## config.mk

```make
export PLATFORM = sky130hd
export DESIGN_NAME = strongly_connected_components
export DESIGN_NICKNAME = d
export VERILOG_FILES = /design/src/rtl/scc_pkg.sv /design/src/rtl/strongly_connected_components.sv /design/src/rtl/scc_datapath.sv /design/src/rtl/scc_controller.sv
export VERILOG_INCLUDE_DIRS = /design/src /design/src/rtl
export SDC_FILE = /design/constraint.sdc
export NUM_CORES = 2
export LEC_CHECK = 0
export CAP_MARGIN = 10
export CORE_UTILIZATION = 50
export DETAILED_ROUTE_END_ITERATION = 6
export DONT_BUFFER_PORTS = 1
export HOLD_SLACK_MARGIN = 0.12
export SLEW_MARGIN = 20
export SYNTH_ARGS = -nofsm -noshare
export SYNTH_HDL_FRONTEND = slang
export SYNTH_HIERARCHICAL = 1
export SYNTH_SLANG_ARGS = --single-unit
```

## constraint.sdc

```tcl
create_clock -name clk -period 8.2 [get_ports clk]
set_input_delay 1.64 -clock clk [delete_from_list [all_inputs] [get_ports clk]]
set_output_delay 1.64 -clock clk [all_outputs]
set_load 0.1 [all_outputs]
```

## src/rtl/assert_macros.svh

```systemverilog
// Assertion macros shared by the RTL.
`ifndef ASSERT_MACROS_SVH
`define ASSERT_MACROS_SVH
// Implication checked on every rising clock edge outside reset.
`define ASSERT_IMPL(label, ante, cons, msg) \
    label: assert property (@(posedge clk) disable iff (!rst_n) (ante) |-> (cons)) \
        else $error(msg);
// Next-cycle implication checked on every rising clock edge outside reset.
`define ASSERT_NEXT(label, ante, cons, msg) \
    label: assert property (@(posedge clk) disable iff (!rst_n) (ante) |=> (cons)) \
        else $error(msg);
`endif

```

## src/rtl/scc_pkg.sv

```systemverilog
// ----------------------------------------------------------------------------
// scc_pkg
// Shared types and codes for the strongly connected components block.
// ----------------------------------------------------------------------------
package scc_pkg;

    localparam logic [1:0] ACT_ADD     = 2'd0;
    localparam logic [1:0] ACT_REMOVE  = 2'd1;
    localparam logic [1:0] ACT_RUN     = 2'd2;
    localparam logic [1:0] ACT_IGNORED = 2'd3;

    typedef enum logic [3:0] {
        ST_IDLE,
        ST_P1_START,
        ST_P1_READ,
        ST_P1_STEP,
        ST_P2_START,
        ST_P2_FETCH,
        ST_P2_CHECK,
        ST_P2_READ,
        ST_P2_STEP,
        ST_EMIT
    } state_t;

    typedef struct packed {
        logic p1_init;
        logic p1_start;
        logic p1_read;
        logic p1_step;
        logic p2_init;
        logic p2_fetch;
        logic p2_check;
        logic p2_read;
        logic p2_step;
    } cmd_t;

    typedef struct packed {
        logic start_done;
        logic start_visited;
        logic has_next;
        logic walk_empty;
        logic walk_one;
        logic finish_empty;
        logic fetched_visited;
        logic out_busy;
    } status_t;

endpackage

```

## src/rtl/strongly_connected_components.sv

```systemverilog
// ----------------------------------------------------------------------------
// strongly_connected_components
// Kosaraju component search over a stored directed graph.
//
//   channel   direction  handshake
//   in        input      in_valid / in_stall
//   out       output     out_valid / out_stall
//   cfg       input      cfg_valid / cfg_ready
//
// Edge updates are accepted back to back while idle. A search walks the
// graph through the one-row edge store read and the shared walk stack;
// input stalls meanwhile. Reset clears the edge store at once.
// Output stalls freeze the second pass.
// ----------------------------------------------------------------------------
module strongly_connected_components #(
    parameter int MAX_VERTICES = 32
) (
    input  logic       clk,
    input  logic       rst_n,
    input  logic       in_valid,
    output logic       in_stall,
    input  logic [1:0] action,
    input  logic [4:0] source_vertex,
    input  logic [4:0] target_vertex,
    output logic       out_valid,
    input  logic       out_stall,
    output logic [4:0] vertex_id,
    output logic [4:0] component_index,
    output logic       component_end,
    output logic       last,
    output logic [5:0] component_total,
    input  logic       cfg_valid,
    output logic       cfg_ready,
    input  logic [5:0] cfg_data
);

`include "assert_macros.svh"

    localparam int LIM = (MAX_VERTICES < 32) ? MAX_VERTICES : 32;

    logic [5:0]       vertex_count_reg;
    logic [5:0]       vertex_limit;
    logic             idle;
    logic             accept;
    scc_pkg::cmd_t    cmd;
    scc_pkg::status_t status;

    assign in_stall  = !idle;
    assign cfg_ready = 1'b1;
    assign accept    = in_valid && !in_stall;

    always_ff @(posedge clk or negedge rst_n)
    begin
        if (!rst_n)
        begin
            vertex_count_reg <= 6'd32;
        end
        else if (cfg_valid && cfg_ready)
        begin
            vertex_count_reg <= cfg_data;
        end
    end

    assign vertex_limit = (vertex_count_reg == 6'd0) ? 6'd1 :
                          (32'(vertex_count_reg) > LIM) ? 6'(LIM) : vertex_count_reg;

    scc_controller u_ctrl (
        .clk       (clk),
        .rst_n     (rst_n),
        .run_start (accept && action == scc_pkg::ACT_RUN),
        .status    (status),
        .cmd       (cmd),
        .idle      (idle)
    );

    scc_datapath #(
        .MAX_VERTICES (MAX_VERTICES)
    ) u_dp (
        .clk             (clk),
        .rst_n           (rst_n),
        .edge_write      (accept && (action == scc_pkg::ACT_ADD
                                     || action == scc_pkg::ACT_REMOVE)),
        .edge_set        (action == scc_pkg::ACT_ADD),
        .source_vertex   (source_vertex),
        .target_vertex   (target_vertex),
        .vertex_limit    (vertex_limit),
        .cmd             (cmd),
        .status          (status),
        .out_stall       (out_stall),
        .out_valid       (out_valid),
        .vertex_id       (vertex_id),
        .component_index (component_index),
        .component_end   (component_end),
        .last            (last),
        .component_total (component_total)
    );

    `ASSERT_IMPL(a_last_ends, out_valid && last, component_end, "last beat must end a component")
    `ASSERT_NEXT(a_run_busy, accept && action == scc_pkg::ACT_RUN, in_stall, "run must stall input")
    `ASSERT_IMPL(a_total_zero, out_valid && !last, component_total == 6'd0, "total only on last")

endmodule

```

## src/rtl/scc_datapath.sv

```systemverilog
// ----------------------------------------------------------------------------
// scc_datapath
// Edge store, visited mask, stacks and result register of the search.
// ----------------------------------------------------------------------------
module scc_datapath #(
    parameter int MAX_VERTICES = 32
) (
    input  logic                clk,
    input  logic                rst_n,
    input  logic                edge_write,
    input  logic                edge_set,
    input  logic [4:0]          source_vertex,
    input  logic [4:0]          target_vertex,
    input  logic [5:0]          vertex_limit,
    input  scc_pkg::cmd_t       cmd,
    output scc_pkg::status_t    status,
    input  logic                out_stall,
    output logic                out_valid,
    output logic [4:0]          vertex_id,
    output logic [4:0]          component_index,
    output logic                component_end,
    output logic                last,
    output logic [5:0]          component_total
);

    localparam int NV = (MAX_VERTICES < 32) ? MAX_VERTICES : 32;
    localparam int VW = (NV > 1) ? $clog2(NV) : 1;

    logic [NV-1:0] fwd_reg [NV];
    logic [NV-1:0] rev_reg [NV];
    logic [NV-1:0] visited_reg;
    logic [4:0]    finish_mem [NV];
    logic [4:0]    walk_mem [NV];
    logic [VW:0]   finish_depth_reg;
    logic [VW:0]   walk_depth_reg;
    logic [VW:0]   scan_reg;
    logic [4:0]    top_reg;
    logic [4:0]    fetch_reg;
    logic [5:0]    comp_reg;
    logic [NV-1:0] row_reg;
    logic [NV-1:0] live;
    logic [NV-1:0] cand;
    logic [4:0]    low_idx;
    logic          pend_valid_reg;
    logic [4:0]    pend_vertex_reg;
    logic [4:0]    pend_comp_reg;
    logic          out_valid_reg;
    logic [4:0]    out_vertex_reg;
    logic [4:0]    out_comp_reg;
    logic          out_end_reg;
    logic          out_last_reg;
    logic [5:0]    out_total_reg;
    logic          push;
    logic          close_comp;
    logic          close_all;
    logic          out_free;

    always_comb
    begin
        for (int i = 0; i < NV; i++)
        begin
            live[i] = (6'(i) < vertex_limit);
        end
    end

    assign cand = row_reg & live & ~visited_reg;

    always_comb
    begin
        low_idx = '0;
        for (int i = NV - 1; i >= 0; i--)
        begin
            if (cand[i])
            begin
                low_idx = 5'(i);
            end
        end
    end

    always_ff @(posedge clk or negedge rst_n)
    begin
        if (!rst_n)
        begin
            for (int i = 0; i < NV; i++)
            begin
                fwd_reg[i] <= '0;
                rev_reg[i] <= '0;
            end
        end
        else if (edge_write && 32'(source_vertex) < NV && 32'(target_vertex) < NV)
        begin
            fwd_reg[source_vertex[VW-1:0]][target_vertex[VW-1:0]] <= edge_set;
            rev_reg[target_vertex[VW-1:0]][source_vertex[VW-1:0]] <= edge_set;
        end
    end

    // A newly visited vertex pushes onto the walk stack; in the second pass
    // the pending slot holds it until it is known whether it closes its component.
    // The last component closes once every live vertex has been visited.
    assign push = (cmd.p1_start && !status.start_visited)
                  || (cmd.p2_check && !status.fetched_visited)
                  || ((cmd.p1_step || cmd.p2_step) && status.has_next);
    assign close_comp = cmd.p2_step && !status.has_next && (walk_depth_reg == (VW+1)'(1));
    assign close_all = close_comp && ((visited_reg & live) == live);
    assign out_free = !out_valid_reg || !out_stall;

    always_ff @(posedge clk)
    begin
        if (cmd.p1_read || cmd.p2_read)
        begin
            row_reg <= cmd.p1_read ? fwd_reg[top_reg[VW-1:0]] : rev_reg[top_reg[VW-1:0]];
        end
        if (cmd.p1_start)
        begin
            top_reg <= 5'(scan_reg);
            if (!status.start_visited)
            begin
                walk_mem[walk_depth_reg[VW-1:0]] <= 5'(scan_reg);
            end
        end
        else if (cmd.p2_check && !status.fetched_visited)
        begin
            top_reg <= fetch_reg;
            walk_mem[walk_depth_reg[VW-1:0]] <= fetch_reg;
        end
        else if ((cmd.p1_step || cmd.p2_step) && status.has_next)
        begin
            top_reg <= low_idx;
            walk_mem[walk_depth_reg[VW-1:0]] <= low_idx;
        end
        else if ((cmd.p1_step || cmd.p2_step) && walk_depth_reg > (VW+1)'(1))
        begin
            top_reg <= walk_mem[VW'(walk_depth_reg - (VW+1)'(2))];
        end
        if (cmd.p1_step && !status.has_next)
        begin
            finish_mem[finish_depth_reg[VW-1:0]] <= top_reg;
        end
        if (cmd.p2_fetch)
        begin
            fetch_reg <= finish_mem[VW'(finish_depth_reg - (VW+1)'(1))];
        end
        if (cmd.p2_check && !status.fetched_visited)
        begin
            pend_vertex_reg <= fetch_reg;
            pend_comp_reg <= comp_reg[4:0];
        end
        else if (cmd.p2_step && status.has_next)
        begin
            pend_vertex_reg <= low_idx;
            pend_comp_reg <= comp_reg[4:0];
        end
        if (out_free && pend_valid_reg
            && ((cmd.p2_step && status.has_next) || close_comp))
        begin
            out_vertex_reg <= pend_vertex_reg;
            out_comp_reg <= pend_comp_reg;
            out_end_reg <= close_comp;
            out_last_reg <= close_all;
            out_total_reg <= close_all ? comp_reg + 6'd1 : 6'd0;
        end
    end

    always_ff @(posedge clk or negedge rst_n)
    begin
        if (!rst_n)
        begin
            visited_reg <= '0;
            finish_depth_reg <= '0;
            walk_depth_reg <= '0;
            scan_reg <= '0;
            comp_reg <= '0;
            pend_valid_reg <= 1'b0;
            out_valid_reg <= 1'b0;
        end
        else
        begin
            if (cmd.p1_init || cmd.p2_init)
            begin
                visited_reg <= '0;
                walk_depth_reg <= '0;
                scan_reg <= '0;
                comp_reg <= '0;
                if (cmd.p1_init)
                begin
                    finish_depth_reg <= '0;
                end
            end
            if (cmd.p1_start)
            begin
                scan_reg <= scan_reg + (VW+1)'(1);
                if (!status.start_visited)
                begin
                    visited_reg[scan_reg[VW-1:0]] <= 1'b1;
                end
            end
            if (push && !cmd.p1_start)
            begin
                visited_reg[cmd.p2_check ? fetch_reg[VW-1:0] : low_idx[VW-1:0]] <= 1'b1;
            end
            if (push)
            begin
                walk_depth_reg <= walk_depth_reg + (VW+1)'(1);
            end
            else if ((cmd.p1_step || cmd.p2_step) && !status.has_next)
            begin
                walk_depth_reg <= walk_depth_reg - (VW+1)'(1);
            end
            if (cmd.p1_step && !status.has_next)
            begin
                finish_depth_reg <= finish_depth_reg + (VW+1)'(1);
            end
            if (cmd.p2_fetch)
            begin
                finish_depth_reg <= finish_depth_reg - (VW+1)'(1);
            end
            if (close_comp)
            begin
                comp_reg <= comp_reg + 6'd1;
            end
            if (out_free && pend_valid_reg
                && ((cmd.p2_step && status.has_next) || close_comp))
            begin
                out_valid_reg <= 1'b1;
            end
            else if (out_valid_reg && !out_stall)
            begin
                out_valid_reg <= 1'b0;
            end
            if ((cmd.p2_check && !status.fetched_visited) || (cmd.p2_step && status.has_next))
            begin
                pend_valid_reg <= 1'b1;
            end
            else if (close_comp)
            begin
                pend_valid_reg <= 1'b0;
            end
        end
    end

    assign status.start_done      = (scan_reg >= vertex_limit[VW:0]) || (6'(scan_reg) >= vertex_limit);
    assign status.start_visited   = visited_reg[scan_reg[VW-1:0]];
    assign status.has_next        = |cand;
    assign status.walk_empty      = (walk_depth_reg == '0);
    assign status.walk_one        = (walk_depth_reg == (VW+1)'(1));
    assign status.finish_empty    = (finish_depth_reg == '0);
    assign status.fetched_visited = visited_reg[fetch_reg[VW-1:0]];
    assign status.out_busy        = out_valid_reg && out_stall;

    assign out_valid       = out_valid_reg;
    assign vertex_id       = out_vertex_reg;
    assign component_index = out_comp_reg;
    assign component_end   = out_end_reg;
    assign last            = out_last_reg;
    assign component_total = out_total_reg;

endmodule

```

## src/rtl/scc_controller.sv

```systemverilog
// ----------------------------------------------------------------------------
// scc_controller
// Sequences the two depth-first passes of a component search.
// ----------------------------------------------------------------------------
module scc_controller (
    input  logic                clk,
    input  logic                rst_n,
    input  logic                run_start,
    input  scc_pkg::status_t    status,
    output scc_pkg::cmd_t       cmd,
    output logic                idle
);

    scc_pkg::state_t state_reg;
    scc_pkg::state_t state_next;

    always_ff @(posedge clk or negedge rst_n)
    begin
        if (!rst_n)
        begin
            state_reg <= scc_pkg::ST_IDLE;
        end
        else
        begin
            state_reg <= state_next;
        end
    end

    always_comb
    begin
        state_next = state_reg;
        unique case (state_reg)
            scc_pkg::ST_IDLE:
            begin
                if (run_start)
                begin
                    state_next = scc_pkg::ST_P1_START;
                end
            end
            scc_pkg::ST_P1_START:
            begin
                if (status.start_done)
                begin
                    state_next = scc_pkg::ST_P2_START;
                end
                else if (!status.start_visited)
                begin
                    state_next = scc_pkg::ST_P1_READ;
                end
            end
            scc_pkg::ST_P1_READ:
            begin
                state_next = scc_pkg::ST_P1_STEP;
            end
            scc_pkg::ST_P1_STEP:
            begin
                if (status.has_next)
                begin
                    state_next = scc_pkg::ST_P1_READ;
                end
                else
                begin
                    state_next = scc_pkg::ST_P1_STEP;
                end
            end
            scc_pkg::ST_P2_START:
            begin
                state_next = scc_pkg::ST_P2_FETCH;
            end
            scc_pkg::ST_P2_FETCH:
            begin
                state_next = scc_pkg::ST_P2_CHECK;
            end
            scc_pkg::ST_P2_CHECK:
            begin
                if (status.fetched_visited)
                begin
                    state_next = status.finish_empty ? scc_pkg::ST_EMIT
                                                     : scc_pkg::ST_P2_FETCH;
                end
                else
                begin
                    state_next = scc_pkg::ST_P2_READ;
                end
            end
            scc_pkg::ST_P2_READ:
            begin
                state_next = scc_pkg::ST_P2_STEP;
            end
            scc_pkg::ST_P2_STEP:
            begin
                if (status.out_busy)
                begin
                    state_next = scc_pkg::ST_P2_STEP;
                end
                else if (status.has_next)
                begin
                    state_next = scc_pkg::ST_P2_READ;
                end
                else
                begin
                    state_next = scc_pkg::ST_P2_STEP;
                end
            end
            scc_pkg::ST_EMIT:
            begin
                if (!status.out_busy)
                begin
                    state_next = scc_pkg::ST_IDLE;
                end
            end
            default:
            begin
                state_next = scc_pkg::ST_IDLE;
            end
        endcase
        // A pop that empties the walk stack ends the tree or the pass.
        if (state_reg == scc_pkg::ST_P1_STEP && !status.has_next)
        begin
            state_next = (status.walk_empty || status.walk_one) ? scc_pkg::ST_P1_START
                                                                : scc_pkg::ST_P1_READ;
        end
        if (state_reg == scc_pkg::ST_P2_STEP && !status.out_busy && !status.has_next)
        begin
            if (status.walk_one)
            begin
                state_next = status.finish_empty ? scc_pkg::ST_EMIT
                                                 : scc_pkg::ST_P2_FETCH;
            end
            else
            begin
                state_next = scc_pkg::ST_P2_READ;
            end
        end
        if (state_reg == scc_pkg::ST_P2_CHECK && status.fetched_visited
            && status.finish_empty)
        begin
            state_next = scc_pkg::ST_EMIT;
        end
    end

    always_comb
    begin
        cmd = '0;
        unique case (state_reg)
            scc_pkg::ST_IDLE:     cmd.p1_init  = run_start;
            scc_pkg::ST_P1_START: cmd.p1_start = !status.start_done;
            scc_pkg::ST_P1_READ:  cmd.p1_read  = 1'b1;
            scc_pkg::ST_P1_STEP:  cmd.p1_step  = 1'b1;
            scc_pkg::ST_P2_START: cmd.p2_init  = 1'b1;
            scc_pkg::ST_P2_FETCH: cmd.p2_fetch = 1'b1;
            scc_pkg::ST_P2_CHECK: cmd.p2_check = 1'b1;
            scc_pkg::ST_P2_READ:  cmd.p2_read  = 1'b1;
            scc_pkg::ST_P2_STEP:  cmd.p2_step  = !status.out_busy;
            scc_pkg::ST_EMIT:     cmd          = '0;
            default:              cmd          = '0;
        endcase
    end

    assign idle = (state_reg == scc_pkg::ST_IDLE);

endmodule
```

# Word-level counts from Yosys, hierarchy flattened
# Memories as Yosys holds them, arrays and structs flattened. A register that Yosys moved wholly into a read port is not among the register bits.
# Index checks and enable logic that the tools add are counted.
[op_classes]
add_sub_neg = 7
order_cmp = 49
eq_ne = 16
muxes = 123
bitwise_logic = 11
reduce_logical = 65
[ops]
columns = ["cell", "n"]
rows = [
  ["bitwise mux 1024 bit", 2],
  ["two-way mux 32 bit", 11],
  ["binary-select mux 32 bit (select 5 bit)", 2],
  ["demux 32 bit (select 5 bit)", 2],
  ["two-way mux 5 bit", 43],
  ["bitwise AND 32 bit", 3],
  ["less-than comparator 5 x 6 -> 1 bit (first input constant)", 16],
  ["two-way mux 6 bit", 11],
  ["bitwise OR 32 bit", 2],
  ["less-than comparator 4 x 6 -> 1 bit (first input constant)", 8],
  ["two-way mux 4 bit", 12],
  ["one-hot mux 4 bit (10 select lines)", 1],
  ["equality test 32 bit", 1],
  ["two-way mux 1 bit", 32],
  ["NOT 32 bit", 1],
  ["OR reduction 32 bit", 1],
  ["less-than comparator 5 x 6 -> 1 bit (second input constant)", 5],
  ["logical AND 1 bit", 29],
  ["adder 6 x 1 -> 6 bit (second input constant)", 4],
  ["less-than comparator 3 x 6 -> 1 bit (first input constant)", 4],
  ["demux 1 bit (select 5 bit)", 4],
  ["greater-or-equal comparator 5 x 1 -> 1 bit (second input constant)", 4],
  ["greater-or-equal comparator 6 bit (second input constant)", 3],
  ["logical NOT 6 bit", 3],
  ["31 further kinds", 67],
]
[word_totals]
ff_bits = 2181
ram_bits = 320
inputBits = 23
out_inout_bits = 21
elab_cells = 355
n_memories = 2
[mem_list]
columns = ["name", "words", "width", "read_ports", "rd_clocked_by_memory_dff", "write_ports", "line", "rtl"]
rows = [
  ["u_dp.finish_mem", 32, 5, 1, 1, 1, "scc_datapath.sv:32", "logic [4:0] finish_mem [NV];"],
  ["u_dp.walk_mem", 32, 5, 1, 0, 1, "scc_datapath.sv:33", "logic [4:0] walk_mem [NV];"],
]

# Depth between registers and ports, before layout
[depth]
depth_word = 45
depth_mapped = 19
mapped_depth_nobuf = 16

# By module
# Netlist, hierarchy kept.
[modules_own_cells]
columns = ["mod", "n_inst", "cells_each", "area_each_um2", "seq_area_each_um2"]
rows = [
  ["scc_datapath", 1, 6959, 78610.4, 38787.2],
  ["scc_controller", 1, 54, 429.2, 100.1],
  ["strongly_connected_components", 1, 29, 300.3, 151.4],
]

# Least setup slack after synthesis
# OpenSTA, ideal clock, no wires.
[synth_timing]
path_kind = "reg2reg"
startpoint = "register vertex_count_reg[5]"
endpoint = "memory u_dp.walk_mem[0][0], data pin"
setup_ns = 0.380
arrival_ns = 3.936
required_ns = 7.820
setup_slack_ns = 3.883
path_stages_with_launch = 13
n_path_buf = 4
synth_period_minus_slack_ns = 4.317
path_cell_list = "dfstp_2 nor2b_1 buf_6 or4_1 buf_2 o32ai_4 o21ai_2 or3_1 buf_2 o41ai_2 a21oi_1 buf_2 o22ai_1"
[synth_between]
elab_chain_cells = 39
word_cells_on_any_way = 83
cone_classes = "34 x order compare; 43 x mux; 2 x bitwise; 4 x reduce/logical"
[synth_lines]
columns = ["item", "line", "rtl"]
rows = [
  ["from (decl)", "strongly_connected_components.sv:41", "logic [5:0] vertex_count_reg;"],
  ["from (signal assigned)", "strongly_connected_components.sv:60", "vertex_count_reg <= cfg_data;"],
  ["greater-than comparator 6 bit", "strongly_connected_components.sv:65", "(32'(vertex_count_reg) > LIM) ? 6'(LIM) : vertex_count_reg;"],
  ["two-way mux 6 bit", "strongly_connected_components.sv:65", ""],
  ["two-way mux 6 bit (*)", "strongly_connected_components.sv:64", "assign vertex_limit = (vertex_count_reg == 6'd0) ? 6'd1 :"],
  ["named net vertex_limit[4]", "strongly_connected_components.sv:42", "logic [5:0] vertex_limit;"],
  ["less-than comparator 5 x 6 -> 1 bit", "scc_datapath.sv:62", "live[i] = (6'(i) < vertex_limit);"],
  ["bitwise AND 32 bit (2 in series)", "scc_datapath.sv:66", "assign cand = row_reg & live & ~visited_reg;"],
  ["two-way mux 5 bit (32 in series)", "scc_datapath.sv:73", "if (cand[i])"],
  ["two-way mux 5 bit (no source line) (*)", "--", ""],
  ["to (decl)", "scc_datapath.sv:33", ""],
]
# Mark *: on every way through the listed nets, which the timed path passes. The rest lies on a longest branch.

# Final worst setup path
[layout_timing]
startpoint = "register vertex_count_reg[5]"
endpoint = "memory u_dp.walk_mem[11][3] (enable)"
[layout_between]
elab_chain_cells = 13
word_cells_on_any_way = 53
cone_classes = "34 x order compare; 11 x mux; 4 x bitwise; 4 x reduce/logical"
[layout_lines]
columns = ["item", "line", "rtl"]
rows = [
  ["greater-than comparator 6 bit", "strongly_connected_components.sv:65", ""],
  ["two-way mux 6 bit", "strongly_connected_components.sv:65", ""],
  ["two-way mux 6 bit (*)", "strongly_connected_components.sv:64", ""],
  ["named net vertex_limit[4]", "strongly_connected_components.sv:42", ""],
  ["less-than comparator 1 x 6 -> 1 bit (tied with other cells)", "scc_datapath.sv:62", ""],
  ["bitwise AND 32 bit (2 in series)", "scc_datapath.sv:66", ""],
  ["OR reduction 32 bit", "scc_datapath.sv:243", "assign status.has_next = |cand;"],
  ["logical AND 1 bit", "scc_datapath.sv:126", "else if ((cmd.p1_step || cmd.p2_step) && status.has_next)"],
  ["two-way mux 1 bit", "scc_datapath.sv:126", ""],
  ["two-way mux 1 bit", "scc_datapath.sv:121", "else if (cmd.p2_check && !status.fetched_visited)"],
  ["two-way mux 1 bit", "scc_datapath.sv:113", "if (cmd.p1_start)"],
  ["two-way mux 1 bit (not written as such)", "scc_datapath.sv:129", "walk_mem[walk_depth_reg[VW-1:0]] <= low_idx;"],
  ["bitwise OR 1 bit (no source line) (*)", "--", ""],
]
# Marks and branches as above.

==> flow_summary.toml <==
[final_layout]
fin_util_pct = 55.4
final_cell_mix = "1,139 x nand2_1, 1,093 x o21ai_0, 1,088 x dfrtp_1"
largest_reg_flops = 710
layout_commonest_cell = "nand2_1"
layout.cells.non_filler = 8816
drive_gt1_share_pct = 20.0
area_growth_pct = 9.51
nNetsFinal = 6659

[die]
io_pins = 44
die_h_um = 400
fp.dieW_um = 400
core_um2 = 157000
dieArea_um2 = 160000
initial_utilization_pct = 50.6
rows = 145

[worst_setup_path]
cp_max_fo = 29
required_ns = 8.68
start_kind = "flop"
crit_arrival_ns = 6.08
path_class = "flop to flop"
worstSetupEndpointType = "flop"

[logic_synthesis]
ys_types = 85
synthTopCellsByArea = "dfrtp_1 34%, mux4_2 22%, edfxtp_1 15%"
synth_compound_area_share_pct = 9.13
synth_mux_area_share_pct = 22.7
postSynthCellCount = 7042
ys_seq_area_share_pct = 49.2
synth_ff_type = "dfrtp_1"
synth_area_um2 = 79300
async_reset_ff_share_pct = 73.7
synth_top_area_cell = "dfrtp_1"
yosysWarnings = 6
synth_top_cell_area_share_pct = 34.4
synth_edf_count = 390
syn-num-nets = 7089
synth_fa_ha_area_share_pct = 0.391
syn_area_per_cell_um2 = 11.3
synth_top_family_by_area = "multiplexers"
synth-simple-area-share_pct = 14.7
yosys.area_share.xor_xnor_pct = 0.132
synth_seq_cells = 1482

[timing]
period_share_pct = 68.2
tightest_slew_ns = 1.23
rsz0062_at_grt = "false"
skew_ns = 0.0375
fin_setup_tns_ns = 0
setup_violations = 0
period_needed_ns = 5.59
hold_viol_final = 0
relSlewSlack_pct = 17.5
slew_viol_final = 0
clock.fmax_ghz = 0.179
timing.hold.ws_ns = 0.417

[global_route]
grt_start_max_net_pins = 201
grt_usage_pct = 35.3
antenna_found_initial = 21
grt_pass1_vias = 59649
grt_pass1_wl_um = 420000
grt_overflow = 0

[power]
peakVddDrop_v = 0.000318
power_density_nw_per_um2 = 263
p_leak_nw = 37.9

[detailed_routing]
first_iter_violations = 8822
wl_per_cell_um = 32.0
wl_um = 282000
drc = 9
num_vias = 62185
drt-vias-per-instance = 7.05
ant_nets = 0
dr.pass1.iters = 7

[placed_design]
gp_congestion = 0.959
port_buffers = 0
hpwl_um = 177000
dp.cells = 8501

[clock_network]
clockBufferDepth = 3
clock_latency_ns = 0.82
postCtsHoldBufs = 0
cts_buffers = 163
clkTransAtPathRegs_ns = 0.06
cts_sinks = 1482
cts_tree = "done"
cts_setup_buffers = 0
h-tree-depth = 4
cts_root_buffer = "clkbuf_16"
ctsResizeCount = 0

[flow_run]
cap_violations = 0

[outcome]
violations = "design-rule violations"
outcome = "finished, violations left"

[worst_hold_path]
min-delay-path-class = "flop to flop"
## routing by layer
layer	global-route usage, %	share of wire, %	vias to the layer above
li1	-	-	25381
met1	49.0	38	32055
met2	50.8	44	4064
met3	9.76	12	667
met4	18.3	5.9	18
met5	0	0.046	-
## cell usage after synthesis (all sizes together), types with 7 or more instances
library cell     n
or3              9
and2            20
nand2         1162
o21a             7
nand3         1054
mux2i           10
o31a             9
ha              24
mux4           787
nand4            7
a22o             8
and3b            8
and3            15
a211oi           7
dfrtp         1091
a22oi           15
a32oi           26
or4              7
or2             13
nor2b           21
mux2            16
nand3b          11
nor3b           13
nor2           194
edfxtp         390
buf             96
o211ai           9
inv             36
nor3            18
a2111oi          7
a21o            14
or3b             7
nand2b          19
clkbuf         652
o31ai           18
nor4             9
a31oi            7
o21ai         1103
a21oi           46
## power by group
group	internal [mW]	switching (mW)	total (mW)	leakage, nW
logic	2.63	3.87	6.50	16.4
registers	8.13	0.444	8.57	18.7
clock network	4.63	3.16	7.79	2.78
total	15.4	7.48	22.9	37.9
## logic make-up after synthesis
kind of cell / count (synthesis)
flip-flops: 1482
multiplexers: 813
adder cells (fa/ha/maj): 25
buffers and inverters: 785
AND/OR/NAND/NOR: 2596
other: 1
XOR/XNOR: 12
AO/OA/AOI/OAI: 1328
## metrics by stage
step | instance area, µm² | worst slack, ns | power [mW]
3_5_place_dp | 81100 | 2.70 | 15.2
6_report | 86900 | 2.61 | 22.9
5_1_grt | 86900 | 2.21 | 23.6
2_1_floorplan | 79300 | 3.88 | 13.4
4_1_cts | 86800 | 2.71 | 22.9
3_3_place_gp | 80900 | 2.74 | 15.2
## path summary, 6_finish.rpt
kind	startpoint	slack, ns	endpoint	cells past startpoint
max reg2reg	vertex_count_reg[5]$_DFFE_PN1P_	2.61	u_dp/walk_mem[11][3]$_DFFE_PP_	11
min reg2reg	u_dp/pend_comp_reg[2]$_DFFE_PP_	0.42	u_dp/component_index[2]$_DFFE_PP_	0
max in group asynchronous	rst_n	4.71	u_dp/fwd_reg[7]$_DFFE_PN0P_	4
min	u_dp/pend_comp_reg[2]$_DFFE_PP_	0.42	u_dp/component_index[2]$_DFFE_PP_	0
max	vertex_count_reg[5]$_DFFE_PN1P_	2.61	u_dp/walk_mem[11][3]$_DFFE_PP_	11
min in group asynchronous	rst_n	0.53	u_dp/rev_reg[1009]$_DFFE_PN0P_	0
## final cells by class
type / count / area [µm²]
inverter: 37 / 139
tap: 2058 / 2570
fill: 12877 / 70000
multi-input combinational: 4775 / 37800
clock buffer: 235 / 4790
antenna: 9 / 22.5
timing repair buffer: 153 / 1640
clock inverter: 67 / 877
sequential: 1482 / 39000
## worst max-delay path, cell delays in order, from the launching register on
cell and delay (ns):
dfstp_2 0.85, nor2b_1 0.10, buf_4 0.22, nor2_2 0.59, a21oi_1 0.27, a221oi_1 0.67, nand3_1 0.40, o41ai_2 0.48
buf_4 0.26, a21oi_1 0.16, o21ai_1 0.94, nor2_1 0.33
Power figures use the tool's default switching activity.
